## config.mk

```make
export PLATFORM = sky130hd
export DESIGN_NAME = cau_div_step
export DESIGN_NICKNAME = d
export VERILOG_FILES = /design/src/hw/rtl/complex_arith_unit_assert.svh /design/src/hw/rtl/cau_pkg.sv /design/src/hw/rtl/cau_div_step.sv
export SDC_FILE = /design/constraint.sdc
export NUM_CORES = 1
export LEC_CHECK = 0
export BUFFER_PORTS_ARGS = -buffer_cell sky130_fd_sc_hd__buf_2
export CAP_MARGIN = 20
export CELL_PAD_IN_SITES_DETAIL_PLACEMENT = 1
export CELL_PAD_IN_SITES_GLOBAL_PLACEMENT = 2
export CORE_AREA = 2 2 243 245
export DETAILED_ROUTE_END_ITERATION = 6
export DIE_AREA = 0 0 245 247
export PLACE_DENSITY_LB_ADDON = 0.3
export SLEW_MARGIN = 25
export SYNTH_ARGS = -nofsm -noshare
export SYNTH_HDL_FRONTEND = slang
export SYNTH_SLANG_ARGS = --single-unit
export TNS_END_PERCENT = 5
```

## constraint.sdc

```tcl
create_clock -name i_clk -period 3.5 [get_ports i_clk]
set_input_delay 0.35 -clock i_clk [delete_from_list [all_inputs] [get_ports i_clk]]
set_output_delay 0.35 -clock i_clk [all_outputs]
set_load 0.01 [all_outputs]
```

## src/hw/rtl/complex_arith_unit_assert.svh

```systemverilog
// assertion macros for the complex arithmetic unit
`ifndef COMPLEX_ARITH_UNIT_ASSERT_SVH
`define COMPLEX_ARITH_UNIT_ASSERT_SVH
`ifndef SYNTHESIS
// same-cycle implication, checked out of reset
`define CAU_ASSERT_NOW(lbl, ante, cons) \
    lbl: assert property (@(posedge i_clk) disable iff (!i_rst_n) (ante) |-> (cons)) \
        else $error("assertion failed");
// next-cycle implication, checked out of reset
`define CAU_ASSERT_NEXT(lbl, ante, cons) \
    lbl: assert property (@(posedge i_clk) disable iff (!i_rst_n) (ante) |=> (cons)) \
        else $error("assertion failed");
`else
`define CAU_ASSERT_NOW(lbl, ante, cons)
`define CAU_ASSERT_NEXT(lbl, ante, cons)
`endif
`endif

```

## src/hw/rtl/cau_pkg.sv

```systemverilog
// shared types, widths and helpers for the complex arithmetic unit
`default_nettype none
package cau_pkg;
    localparam int FRAC_BITS = 16;
    // magnitude numerator, divisor, compare and quotient widths
    localparam int NW = 32 + FRAC_BITS;
    localparam int DW = 64 - FRAC_BITS;
    localparam int CW = DW + 31;
    localparam int QW = 31;
    localparam int DIV_STEPS = QW;

    localparam logic signed [65:0] SAT_MAX = 66'sh7fffffff;
    localparam logic signed [65:0] SAT_MIN = -SAT_MAX - 66'sd1;

    typedef enum logic [2:0] {
        OP_SUM  = 3'd0,
        OP_PROD = 3'd1,
        OP_CONJ = 3'd2,
        OP_NEG  = 3'd3,
        OP_INV  = 3'd4,
        OP_CMP  = 3'd5
    } t_op;

    typedef struct packed {
        logic               valid;
        logic [2:0]         op;
        logic signed [31:0] ar;
        logic signed [31:0] ai;
        logic signed [31:0] br;
        logic signed [31:0] bi;
    } t_s0;

    typedef struct packed {
        logic               valid;
        logic               is_prod;
        logic               is_inv;
        logic signed [63:0] p0;
        logic signed [63:0] p1;
        logic signed [63:0] p2;
        logic signed [63:0] p3;
        logic signed [31:0] ar;
        logic signed [31:0] ai;
        logic signed [31:0] dir_re;
        logic signed [31:0] dir_im;
        logic               dir_ok;
    } t_s1;

    typedef struct packed {
        logic               valid;
        logic               use_div;
        logic signed [31:0] dir_re;
        logic signed [31:0] dir_im;
        logic               dir_ok;
        logic [NW-1:0]      rem_re;
        logic [NW-1:0]      rem_im;
        logic [CW-1:0]      dsh;
        logic [QW-1:0]      q_re;
        logic [QW-1:0]      q_im;
        logic               neg_re;
        logic               neg_im;
        logic               ovf_re;
        logic               ovf_im;
    } t_dv;

    // clamp a wide signed value to the 32-bit range
    function automatic logic signed [31:0] sat32(input logic signed [65:0] v);
        logic signed [31:0] r;
        if (v > SAT_MAX) begin
            r = SAT_MAX[31:0];
        end else if (v < SAT_MIN) begin
            r = SAT_MIN[31:0];
        end else begin
            r = v[31:0];
        end
        return r;
    endfunction
endpackage
`default_nettype wire

```

## src/hw/rtl/cau_div_step.sv

```systemverilog
// one restoring division stage, one quotient bit for each part
`default_nettype none
module cau_div_step (
    input  wire logic    i_clk,
    input  wire logic    i_rst_n,
    input  cau_pkg::t_dv i_dv,
    output cau_pkg::t_dv o_dv
);
    import cau_pkg::*;

    t_dv r_dv;
    t_dv n_dv;
    logic [CW-1:0] w_ext_re;
    logic [CW-1:0] w_ext_im;
    logic          w_ge_re;
    logic          w_ge_im;

    // trial subtract of the shifted divisor
    assign w_ext_re = CW'(i_dv.rem_re);
    assign w_ext_im = CW'(i_dv.rem_im);
    assign w_ge_re  = w_ext_re >= i_dv.dsh;
    assign w_ge_im  = w_ext_im >= i_dv.dsh;

    always_comb begin
        n_dv        = i_dv;
        n_dv.rem_re = w_ge_re ? NW'(w_ext_re - i_dv.dsh) : i_dv.rem_re;
        n_dv.rem_im = w_ge_im ? NW'(w_ext_im - i_dv.dsh) : i_dv.rem_im;
        n_dv.q_re   = {i_dv.q_re[QW-2:0], w_ge_re};
        n_dv.q_im   = {i_dv.q_im[QW-2:0], w_ge_im};
        n_dv.dsh    = i_dv.dsh >> 1;
    end

    always_ff @(posedge i_clk) begin
        if (!i_rst_n) begin
            r_dv.valid <= 1'b0;
        end else begin
            r_dv.valid <= n_dv.valid;
        end
        r_dv.use_div <= n_dv.use_div;
        r_dv.dir_re  <= n_dv.dir_re;
        r_dv.dir_im  <= n_dv.dir_im;
        r_dv.dir_ok  <= n_dv.dir_ok;
        r_dv.rem_re  <= n_dv.rem_re;
        r_dv.rem_im  <= n_dv.rem_im;
        r_dv.dsh     <= n_dv.dsh;
        r_dv.q_re    <= n_dv.q_re;
        r_dv.q_im    <= n_dv.q_im;
        r_dv.neg_re  <= n_dv.neg_re;
        r_dv.neg_im  <= n_dv.neg_im;
        r_dv.ovf_re  <= n_dv.ovf_re;
        r_dv.ovf_im  <= n_dv.ovf_im;
    end

    assign o_dv = r_dv;
endmodule
`default_nettype wire

```

# After elaboration in Yosys (flattened, before gate mapping)
# Index checks and enable logic that the tools add are counted.
# totals
register_bits,307
inputBits,310
# op_classes
n_addsub,2
mux,2
order_cmp,2
# op_table
cell,count
48-bit by 79-bit >= comparator with 1-bit output,2
48-bit two-way mux,2
48-bit subtractor,2

# Logic depth before layout (Yosys ltp)
# logic_depth
ltp_word,2
depth_mapped,15
ltp_nobuf,13

# Worst setup path before layout
# OpenSTA, ideal clock, no wires.
# synth_path
kind,input -> register
startpoint,input port i_dv[193] in the netlist's numbering
endpoint,"register r_dv, in the netlist o_dv[227]"
t_arrival_ns,2.985
t_required_ns,3.379
stages,13
path_slack_ns,0.394
n_path_buf,0
setup_ns,0.121
path_cell_list,inv_1 > ha_1 > fa_1 > nand2b_1 > a21oi_1 > o21bai_1 > o2111a_1 > or2_2 > o41ai_1 > nand3_1 > o21ai_0 > xor2_1 > mux2_2
# synth_rtl
element,line_no,source
from (decl),cau_div_step.sv:6,"input cau_pkg::t_dv i_dv,"
to (decl),cau_div_step.sv:11,t_dv r_dv;

==> impl_metrics.py <==
metrics = {
    "floorplan": {
        "die_y_um": 247,
        "dieArea_um2": 60520,
        "num_rows": 89,
        "coreArea_um2": 58240,
        "initial_core_util_pct": 22.30,
        "die_x_um": 245,
        "pin_count": 618,
    },
    "route": {
        "antenna_left": 0,
        "dr.max_layer_used": "met5",
        "drtIter0Drc": 445,
        "wl_um": 64720,
        "viasPerCell": 4.385,
        "wl_met3_um": 4048,
        "wl_met1_um": 26500,
        "vias": 13572,
        "wl_met2_um": 32270,
        "routedWlPerCell_um": 20.91,
        "drc": 0,
        "drt_pass1_iterations": 5,
    },
    "setup_path": {
        "path_class": "in2reg",
        "crit_arrival_ps": 3780,
        "critPathRequiredTime_ps": 3950,
        "path_max_fanout": 22,
        "critPathSlowestCell": "dlygate4sd3_1",
        "endpoint": "o_dv[205]",
        "worstSetupStartpointType": "input port",
        "crit_path_start": "i_dv[96]",
        "slowest_delay_ps": 520,
        "worstSetupEndpointType": "flop",
        "path_cells": "dlygate4sd3_1, buf_2, inv_1, ha_1, nand4_1, buf_4, or3_1, o22ai_1, o31ai_2, a21oi_2, o21bai_2, a21oi_4, buf_12, mux2_2",
    },
    "timing": {
        "fin_ws_ps": 163.2,
        "slew_headroom_pct": 62.04,
        "fin_crit_ps": 3337,
        "final-hold-violation-count": 0,
        "fmax_mhz": 299.7,
        "finalMaxSlewViolations": 0,
        "min_period_over_period_pct": 95.34,
        "setup_viol": 0,
        "rsz0062_at_grt": "yes",
        "worst_pin_slew_ps": 567.3,
    },
    "layout": {
        "post-route-util_pct": 37.71,
        "area_growth_pct": 69.14,
        "drive_gt1_share_pct": 42.59,
        "layout.nets": 2701,
        "largest_register_ffs": 307,
    },
    "power": {
        "powerDensity_nw_per_um2": 463.3,
        "ir_drop_v": 0.0004521,
        "p_leak_nw": 10.52,
    },
    "placement": {
        "port_buffers": 614,
        "gp_congestion": 0.8243,
        "place_ws_ps": -371.1,
        "dp_hpwl_um": 51110,
    },
    "logic_synthesis": {
        "ys_warn_count": 0,
        "netlist_area_um2": 12980,
        "synthTopCellsByArea": "dfxtp_1 47%, ha_1 9.3%, mux2_2 7.3%",
        "yosys.cell_types.count": 76,
        "synth_cells": 1268,
        "syn_area_per_cell_um2": 10.24,
        "netlist_top_cells_count": "307 x dfxtp_1, 113 x a21oi_1, 96 x ha_1, 84 x mux2_2, 74 x nand2_1",
        "synth_edf_count": 0,
        "synth.most_common_cell": "dfxtp_1",
        "ys_async_sr_fraction_pct": 0,
        "ys_seq_elements": 307,
        "ys.flop_type": "dfxtp_1",
        "syn_nets": 1676,
        "seq_area_frac_synth_pct": 47.33,
        "synth_top_area_cell": "dfxtp_1",
        "synth.top_cell.area_share_pct": 47.33,
    },
    "clock_network": {
        "cts_root_buf": "clkbuf_16",
        "htree_levels": 2,
        "cts_buffers": 37,
        "tritoncts": "done",
        "clkTransAtPathRegs_ps": 60,
        "cts_buffer_depth": 3,
        "cts.sinks": 307,
    },
    "grt": {
        "grt-ovfl-total": 0,
        "antenna_found_initial": 4,
        "grt_pass1_wl_um": 93060,
        "track_usage_pct": 20.44,
        "grt_max_degree": 27,
        "grt_pass1_vias": 14792,
    },
    "flow_run": {
        "drv_cap": 0,
    },
    "status": {
        "status": "completed",
    },
    "min_path": {
        "hp-class": "in2reg",
    },
}
metrics by stage:
stage / cells / power (W) / hold WS, ps / cell area (um2) / setup TNS [ps]
after floorplan: 1268 / 0.004814 / 377.7 / 12990 / 0
after global placement: 2803 / 0.005855 / 452.3 / 18300 / -15870
after detailed placement: 2803 / 0.005869 / 454.1 / 18300 / -23160
after CTS: 3089 / 0.01028 / 0.5378 / 21820 / 0
after global routing: 3094 / 0.01068 / 9.454 / 21960 / -22.94
final: 3095 / 0.01017 / 33.86 / 21960 / 0
layout make-up:
cell class,count,area (um2)
flip-flops and latches,307,6146
clock inverters,18,269.0
fillers,6752,36280
well taps,773,967.2
multi-input cells,851,6465
clock buffers,48,1047
repair buffers,1027,6804
diodes,2,5.005
inverters,69,259.0
worst max-delay path, delay by kind of cell:
family	cells	cell delay, ps
AND/OR/NAND/NOR	2	580
buffers and inverters	5	1130
adder cells (fa/ha/maj)	1	300
multiplexers	1	370
AO/OA/AOI/OAI	5	1010
placed cells by master (no fill, tap or decap), types with 6 or more instances in the layout:
| cell type | count |
|---|---|
| buf_2 | 614 |
| dfxtp_1 | 307 |
| dlygate4sd3_1 | 220 |
| buf_4 | 187 |
| a21oi_1 | 111 |
| ha_1 | 94 |
| mux2_2 | 84 |
| nand2_1 | 74 |
| inv_1 | 69 |
| o21ai_0 | 55 |
| xnor2_1 | 47 |
| nor2_1 | 45 |
| a21o_1 | 44 |
| xor2_1 | 39 |
| clkbuf_16 | 38 |
| nand4_1 | 26 |
| nand3_1 | 20 |
| o21a_1 | 16 |
| and3_1 | 13 |
| nor2b_1 | 13 |
| nor3_1 | 12 |
| and2_1 | 10 |
| nand2b_1 | 10 |
| a31oi_1 | 10 |
| o211ai_1 | 9 |
| nor4_1 | 8 |
| o21bai_1 | 8 |
| clkbuf_8 | 8 |
| a41oi_1 | 6 |
| a211oi_1 | 6 |
| a21boi_0 | 6 |
what timing repair did:
| item | CTS | global route |
|---|---|---|
| hold buffers | 220 | 0 |
| endpoints found under the setup margin | 0 | 94 |
| hold endpoints to repair | 219 | 0 |
| setup buffers | 0 | 3 |
| resized for setup | 0 | 15 |
metal layers:
metal  global-route usage (%)  vias to the layer above
met5                        0                        -
li1                         -                     6585
met4                    6.456                        4
met3                    5.253                       85
met2                    36.59                      380
met1                    23.72                     6518
power by group:
part | switching, W | internal [W]
Sequential | 0.0000542 | 0.00368
Clock | 0.00170 | 0.00245
Combinational | 0.00118 | 0.00110
Total | 0.00294 | 0.00724
kinds of logic after synthesis:
logic type | synth area share [%]
fa+ha+maj | 9.559
other cells | 0.02888
mux | 7.959
xor+xnor | 5.801
simple gates | 9.713
buf+inv | 3.575
flops | 47.33
compound gates | 16.03
worst min path at each step:
stage	startpoint	to	cells past startpoint	slack [ps]
after floorplan	i_dv[0]	o_dv[0]	0	380
after global placement	i_dv[304]	o_dv[304]	1	450
after detailed placement	i_dv[241]	o_dv[241]	1	450
after CTS	i_dv[162]	o_dv[162]	2	0.5
after global routing	i_dv[237]	o_dv[237]	2	9
final	i_dv[237]	o_dv[237]	2	30
Note: power is estimated with default switching activity, not from simulation.
