`config.mk`:
```
export PLATFORM = sky130hd
export DESIGN_NAME = cau_prep
export DESIGN_NICKNAME = d
export VERILOG_FILES = /design/src/hw/rtl/complex_arith_unit_assert.svh /design/src/hw/rtl/cau_pkg.sv /design/src/hw/rtl/cau_prep.sv
export SDC_FILE = /design/constraint.sdc
export NUM_CORES = 1
export LEC_CHECK = 0
export BUFFER_PORTS_ARGS = -buffer_cell sky130_fd_sc_hd__buf_2
export CORE_AREA = 2 2 288 290
export DETAILED_ROUTE_END_ITERATION = 16
export DIE_AREA = 0 0 290 292
export GPL_ROUTABILITY_DRIVEN = 1
export GPL_TIMING_DRIVEN = 0
export PLACE_DENSITY = 0.54
export SKIP_LAST_GASP = 1
export SYNTH_ARGS = -nofsm -noshare
export SYNTH_HDL_FRONTEND = slang
export SYNTH_SLANG_ARGS = --single-unit
```
`constraint.sdc`:
```
create_clock -name i_clk -period 6.4 [get_ports i_clk]
set_clock_uncertainty 0.1 [all_clocks]
set_input_delay 1.92 -clock i_clk [delete_from_list [all_inputs] [get_ports i_clk]]
set_output_delay 1.92 -clock i_clk [all_outputs]
set_load 0.005 [all_outputs]
```
`src/hw/rtl/complex_arith_unit_assert.svh`:
```
// assertion macros for the complex arithmetic unit
`ifndef COMPLEX_ARITH_UNIT_ASSERT_SVH
`define COMPLEX_ARITH_UNIT_ASSERT_SVH
`ifndef SYNTHESIS
// same-cycle implication, checked out of reset
`define CAU_ASSERT_NOW(lbl, ante, cons) \
    lbl: assert property (@(posedge i_clk) disable iff (!i_rst_n) (ante) |-> (cons)) \
        else $error("assertion failed");
// next-cycle implication, checked out of reset
`define CAU_ASSERT_NEXT(lbl, ante, cons) \
    lbl: assert property (@(posedge i_clk) disable iff (!i_rst_n) (ante) |=> (cons)) \
        else $error("assertion failed");
`else
`define CAU_ASSERT_NOW(lbl, ante, cons)
`define CAU_ASSERT_NEXT(lbl, ante, cons)
`endif
`endif

```
`src/hw/rtl/cau_pkg.sv`:
```
// shared types, widths and helpers for the complex arithmetic unit
`default_nettype none
package cau_pkg;
    localparam int FRAC_BITS = 16;
    // magnitude numerator, divisor, compare and quotient widths
    localparam int NW = 32 + FRAC_BITS;
    localparam int DW = 64 - FRAC_BITS;
    localparam int CW = DW + 31;
    localparam int QW = 31;
    localparam int DIV_STEPS = QW;

    localparam logic signed [65:0] SAT_MAX = 66'sh7fffffff;
    localparam logic signed [65:0] SAT_MIN = -SAT_MAX - 66'sd1;

    typedef enum logic [2:0] {
        OP_SUM  = 3'd0,
        OP_PROD = 3'd1,
        OP_CONJ = 3'd2,
        OP_NEG  = 3'd3,
        OP_INV  = 3'd4,
        OP_CMP  = 3'd5
    } t_op;

    typedef struct packed {
        logic               valid;
        logic [2:0]         op;
        logic signed [31:0] ar;
        logic signed [31:0] ai;
        logic signed [31:0] br;
        logic signed [31:0] bi;
    } t_s0;

    typedef struct packed {
        logic               valid;
        logic               is_prod;
        logic               is_inv;
        logic signed [63:0] p0;
        logic signed [63:0] p1;
        logic signed [63:0] p2;
        logic signed [63:0] p3;
        logic signed [31:0] ar;
        logic signed [31:0] ai;
        logic signed [31:0] dir_re;
        logic signed [31:0] dir_im;
        logic               dir_ok;
    } t_s1;

    typedef struct packed {
        logic               valid;
        logic               use_div;
        logic signed [31:0] dir_re;
        logic signed [31:0] dir_im;
        logic               dir_ok;
        logic [NW-1:0]      rem_re;
        logic [NW-1:0]      rem_im;
        logic [CW-1:0]      dsh;
        logic [QW-1:0]      q_re;
        logic [QW-1:0]      q_im;
        logic               neg_re;
        logic               neg_im;
        logic               ovf_re;
        logic               ovf_im;
    } t_dv;

    // clamp a wide signed value to the 32-bit range
    function automatic logic signed [31:0] sat32(input logic signed [65:0] v);
        logic signed [31:0] r;
        if (v > SAT_MAX) begin
            r = SAT_MAX[31:0];
        end else if (v < SAT_MIN) begin
            r = SAT_MIN[31:0];
        end else begin
            r = v[31:0];
        end
        return r;
    endfunction
endpackage
`default_nettype wire

```
`src/hw/rtl/cau_prep.sv`:
```
// product rescale, squared magnitude and divider setup
`default_nettype none
module cau_prep (
    input  wire logic         i_clk,
    input  wire logic         i_rst_n,
    input  cau_pkg::t_s1      i_s1,
    input  wire logic [30:0]  i_epsilon,
    output cau_pkg::t_dv      o_dv
);
    import cau_pkg::*;

    t_dv r_dv;
    t_dv n_dv;
    logic signed [65:0] w_sre;
    logic signed [65:0] w_sim;
    logic [63:0]        w_mag;
    logic [DW-1:0]      w_len;
    logic               w_bad;
    logic [31:0]        w_nre;
    logic [31:0]        w_nim;
    logic [NW-1:0]      w_num_re;
    logic [NW-1:0]      w_num_im;
    logic [CW-1:0]      w_top;

    // exact cross sums, floor shift
    assign w_sre = (66'(i_s1.p0) - 66'(i_s1.p1)) >>> FRAC_BITS;
    assign w_sim = (66'(i_s1.p2) + 66'(i_s1.p3)) >>> FRAC_BITS;

    // squared magnitude in q format
    assign w_mag = 64'(i_s1.p0) + 64'(i_s1.p1);
    assign w_len = DW'(w_mag >> FRAC_BITS);
    assign w_bad = (w_len == '0) || (w_len < DW'(i_epsilon));

    // numerator magnitudes
    assign w_nre = i_s1.ar[31] ? 32'(-33'(i_s1.ar)) : 32'(i_s1.ar);
    assign w_nim = i_s1.ai[31] ? 32'(-33'(i_s1.ai)) : 32'(i_s1.ai);
    assign w_num_re = {w_nre, FRAC_BITS'(0)};
    assign w_num_im = {w_nim, FRAC_BITS'(0)};
    assign w_top = CW'(w_len) << QW;

    always_comb begin
        n_dv         = '0;
        n_dv.valid   = i_s1.valid;
        n_dv.dir_re  = i_s1.dir_re;
        n_dv.dir_im  = i_s1.dir_im;
        n_dv.dir_ok  = i_s1.dir_ok;
        n_dv.rem_re  = w_num_re;
        n_dv.rem_im  = w_num_im;
        n_dv.dsh     = CW'(w_len) << (QW - 1);
        n_dv.neg_re  = i_s1.ar[31];
        n_dv.neg_im  = !i_s1.ai[31] && (i_s1.ai != '0);
        n_dv.ovf_re  = CW'(w_num_re) >= w_top;
        n_dv.ovf_im  = CW'(w_num_im) >= w_top;
        priority if (i_s1.is_prod) begin
            n_dv.dir_re = sat32(w_sre);
            n_dv.dir_im = sat32(w_sim);
        end else if (i_s1.is_inv) begin
            if (w_bad) begin
                n_dv.dir_re = i_s1.ar;
                n_dv.dir_im = i_s1.ai;
                n_dv.dir_ok = 1'b0;
            end else begin
                n_dv.use_div = 1'b1;
                n_dv.dir_ok  = 1'b1;
            end
        end else begin
            n_dv.use_div = 1'b0;
        end
    end

    always_ff @(posedge i_clk) begin
        if (!i_rst_n) begin
            r_dv.valid <= 1'b0;
        end else begin
            r_dv.valid <= n_dv.valid;
        end
        r_dv.use_div <= n_dv.use_div;
        r_dv.dir_re  <= n_dv.dir_re;
        r_dv.dir_im  <= n_dv.dir_im;
        r_dv.dir_ok  <= n_dv.dir_ok;
        r_dv.rem_re  <= n_dv.rem_re;
        r_dv.rem_im  <= n_dv.rem_im;
        r_dv.dsh     <= n_dv.dsh;
        r_dv.q_re    <= n_dv.q_re;
        r_dv.q_im    <= n_dv.q_im;
        r_dv.neg_re  <= n_dv.neg_re;
        r_dv.neg_im  <= n_dv.neg_im;
        r_dv.ovf_re  <= n_dv.ovf_re;
        r_dv.ovf_im  <= n_dv.ovf_im;
    end

    assign o_dv = r_dv;
endmodule
`default_nettype wire

```
# After elaboration in Yosys (flattened, before gate mapping)
# Cells that the tools add are included.
# Widths: inputs -> output; s select.
# word_totals
regBits	183
inputBits	421
out_inout_bits	308
elab_cells	42
# op_classes
addsub	5
n_lt_le_gt_ge	7
mux	11
n_bitwise	1
n_reduce_logical	6
# ops
operator	n
$mux 32	6
$ge 48x79->1	2
$mux 64	2
$gt 49x32->1 const B	2
$lt 49x32->1 const B	2
$add 64x64->65	1
$mux 65	1
$sub 64x64->65	1
$add 64x64->64	1
$neg 32->32	2
$logic_not 48->1	1
$lt 48x31->1	1
$reduce_bool 32->1	1
$mux 1	2
$reduce_or 2->1	1
$logic_and 1x1->1	1
$logic_not 1->1	1
$logic_or 1x1->1	1
$not 1->1	1

# Depth between registers and ports, before layout
# depth
depth_word	6
mapped_depth	26
mapped_depth_nobuf	23

# Least setup slack after synthesis
# No wires, ideal clock.
# synth_timing
path_type	input to register
start	input i_s1[258] in the netlist's numbering
end	register r_dv (netlist bit o_dv[246])
setup_time_ps	133
t_arrival_ps	6597
slack_ps	-430
path_stages	25
cell_sequence	inv_1 > ha_1 > and3b_1 > o311ai_1 > a21oi_1 > o311ai_2 > a211oi_1 > nor3_1 > xnor2_1 > ha_1 > a21o_1 > a21o_1 > a21o_1 > a21o_1 > a21o_1 > a21o_1 > a211oi_1 > a2111oi_0 > a2111oi_0 > a31oi_1 > nor3b_2 > buf_6 > buf_8 > mux2i_1 > a21oi_1
# synth_rtl
element	line	rtl
start: declaration	cau_prep.sv:6	input cau_pkg::t_s1 i_s1,
end: declaration	cau_prep.sv:12	t_dv r_dv;

==> impl_metrics.csv <==
group,metric,value,unit
cells_and_area,final_nets,4318,
cells_and_area,fill_cells,8850,
power_and_ir_drop,finalPower,5.35,mW
floorplanning,dieArea,84700,µm²
timing,hold_viol,0,
worst_setup_path,crit_type,"primary input to flip-flop",
route,maxUsedRoutingLayer,"met5",
yosys,synth_area,21300,µm²
cells_and_area,final_area,29200,µm²
yosys,yosys_warnings,0,
worst_setup_path,start_kind,"primary input",
worst_setup_path,cpLargestDelayFamily,"compound AO/OA/AOI/OAI gates",
yosys,syn_inst,2829,
worst_setup_path,crit_path_end,"o_dv[271]$_DFF_P_",
worst_setup_path,cp_num_cells,28,
clocking,path_clk_slew,90,ps
yosys,ys_ff_latch,183,
power_and_ir_drop,p_leak,12.9,nW
floorplanning,die_h,292,µm
placed_design,hpwl,99.2,mm
route,via_per_inst,5.31,
clocking,cts_hold_buf,0,
cells_and_area,drive_above_1_share,30.3,%
placed_design,dpl_cell_area,26300,µm²
min_path,hold_path_class,"primary input to flip-flop",
yosys,yosysTopAreaCellShare,17.2,%
placed_design,gp_congestion,0.985,
route,wire_per_inst,24.4,µm
route,wl_met2,53.4,mm
clocking,cts_buffer_depth,2,
cells_and_area,seqCellArea,3660,µm²
worst_setup_path,cpMostUsedCell,"a21o_1",
floorplanning,fp-row-count,105,
timing,maxSlewHeadroom,18.0,%
worst_setup_path,path_max_fanout,10,
worst_setup_path,cp-startpoint,"i_s1[273]",
cells_and_area,syn2layout_area_growth,37.0,%
route,first_pass_iters,6,
timing,rsz0062_at_grt,"true",
route,wl,116,mm
route,drtAntennaViolNets,0,
yosys,synth-edff-count,0,
worst_setup_path,cpMaxStageDelayCell,"nor4_4",
timing,period_share,112,%
cells_and_area,largest_register_ffs,183,
worst_setup_path,crit_buf_inv,7,
floorplanning,die_w,290,µm
global_routing,grtUsageTotal,25.8,%
cells_and_area,multiInputGateArea,17600,µm²
run_status,failed_checks,"setup timing",
timing,fin_ws,-773,ps
clocking,cts_buffers,17,
clocking,cts_root_buffer,"clkbuf_16",
global_routing,grt_max_degree,19,
clocking,cts_tree,"built",
run_status,status,"complete, but fails checks",
route,wl_met1,49.7,mm
yosys,ys_seq_area_share,17.2,%
route,wl_met3,9.82,mm
yosys,synth.avg_cell_area,7.55,µm²
timing,min_period,7170,ps
clocking,cts.sinks,183,
min_path,hold_start,"i_s1[97]",
timing,worstMarginPinSlew,1220,ps
cells_and_area,instances_no_fill,4735,
route,vias,25100,
placed_design,dp.cells,4627,
clocking,cts.htree.levels,4,
power_and_ir_drop,irDropWorstVdd,0.000203,V
floorplanning,start_util,26.2,%
yosys,async_flop_share,0,%
cells_and_area,final_util,35.8,%
placed_design,io_buffers,603,
yosys,yosys-top-cells-area,"dfxtp_1 (17%), ha_1 (15%), a21oi_1 (8.3%)",
worst_setup_path,crit_required,6620,ps
timing,slew_violations,0,
yosys,synthFlopType,"dfxtp_1",
worst_setup_path,cp-end-kind,"flip-flop",
global_routing,grt_pass1_wl,161,mm
route,drc_errors,0,
flow_run,maxCapViolations,0,
floorplanning,ios,729,
worst_setup_path,critPathArrivalTime,7390,ps
global_routing,antenna_found_initial,28,
global_routing,grt-ovfl-total,0,
timing,setup_viol,67,
power_and_ir_drop,power_density,183,nW/µm²
yosys,synth_top_area_cell,"dfxtp_1",
timing,timing.fmax,139,MHz
worst_setup_path,critical_path.max_stage_delay,410,ps
route,drtIter0Drc,2119,
floorplanning,core-area,81600,µm²
global_routing,grt_pass1_vias,23800,
yosys,synth_cell_types,96,
-- timing repair --
| item | 4_1_cts | 5_1_grt |
|---|---|---|
| gates cloned | 0 | 5 |
| pin swaps | 12 | 50 |
| resized for setup | 109 | 226 |
| endpoints found under the setup margin | 68 | 68 |
| buffers inserted | 19 | 45 |
-- final cells by class --
type	count	area share [%]
Antenna cell	12	0.103
Buffer	236	5.30
Clock buffer	18	1.47
Clock inverter	13	0.535
Inverter	198	2.59
Multi-Input combinational cell	2333	60.1
Sequential cell	183	12.5
Tap cell	1070	4.58
Timing Repair Buffer	672	12.7
-- placed cells by master (no fill, tap or decap), drive strengths merged, types with 8 or more instances in the layout --
cell | netlist | layout
conb | 1 | 125
a221oi | 16 | 16
mux2i | 70 | 70
a21boi | 19 | 19
buf | 159 | 827
or3 | 26 | 26
dfxtp | 183 | 183
clkbuf | 80 | 99
o31ai | 71 | 71
ha | 256 | 256
o21ai | 147 | 147
or4 | 22 | 22
and2 | 25 | 25
a21o | 62 | 62
nor2 | 137 | 137
nor4b | 8 | 8
nand2 | 185 | 185
o21a | 31 | 31
a211o | 8 | 8
nand3 | 41 | 41
or2 | 13 | 13
a211oi | 20 | 20
a31oi | 52 | 52
inv | 196 | 203
nor4 | 64 | 64
o41ai | 10 | 10
o211ai | 25 | 25
o21bai | 37 | 37
nor3 | 78 | 78
nor2b | 35 | 35
diode | 0 | 12
nand4 | 69 | 69
xor2 | 19 | 19
xnor2 | 149 | 149
o311ai | 18 | 18
o31a | 9 | 9
a21oi | 352 | 352
nand2b | 16 | 16
and3 | 21 | 21
-- routing by layer --
layer | GRT usage, % | vias to the layer above
met1 | 33.9 | 12000
li1 | - | 11800
met5 | 0 | -
met2 | 42.7 | 1196
met3 | 5.85 | 142
met4 | 6.35 | 20
-- synthesized netlist by cell type, drive strengths merged (41+ instances only) --
| cell type | number |
|---|---|
| o21ai | 147 |
| nand4 | 69 |
| mux2i | 70 |
| a31oi | 52 |
| nor3 | 78 |
| a21o | 62 |
| nand2 | 185 |
| ha | 256 |
| clkbuf | 80 |
| dfxtp | 183 |
| xnor2 | 149 |
| a21oi | 352 |
| nor2 | 137 |
| nand3 | 41 |
| buf | 159 |
| nor4 | 64 |
| inv | 196 |
| o31ai | 71 |
-- worst min-delay path by stage --
stage | endpoint | cells after the start | slack (ps)
6_report | o_dv[209]$_DFF_P_ | 1 | 1510
5_1_grt | o_dv[209]$_DFF_P_ | 1 | 1490
4_1_cts | o_dv[209]$_DFF_P_ | 1 | 1470
3_5_place_dp | o_dv[209]$_DFF_P_ | 1 | 2010
3_3_place_gp | o_dv[209]$_DFF_P_ | 1 | 2020
2_1_floorplan | o_dv[161]$_DFF_P_ | 0 | 1850
-- power breakdown --
part | internal, mW | leakage (nW) | switching (mW)
Clock | 0.558 | 0.286 | 0.609
Combinational | 1.06 | 11.1 | 1.77
Sequential | 1.30 | 1.54 | 0.0565
-- through the flow --
stage                     setup slack, ps  hold WS (ps)  setup TNS, ps
after global placement              -3960          2020        -237690
after floorplan                    -0.697          1850          -40.3
after global routing                 -911          1490         -54760
after CTS                           -1000          1470         -60860
final                                -773          1510         -42270
after detailed placement            -4010          2010        -240350
-- logic make-up after synthesis --
kind of cell | Yosys count | share of synthesized area (%)
xor+xnor | 168 | 6.89
buf+inv | 437 | 10.4
compound gates | 941 | 28.0
flops | 183 | 17.2
mux | 72 | 3.39
other cells | 1 | 0.0176
fa+ha+maj | 256 | 15.0
simple gates | 771 | 19.1
Power figures use the tool's default switching activity.
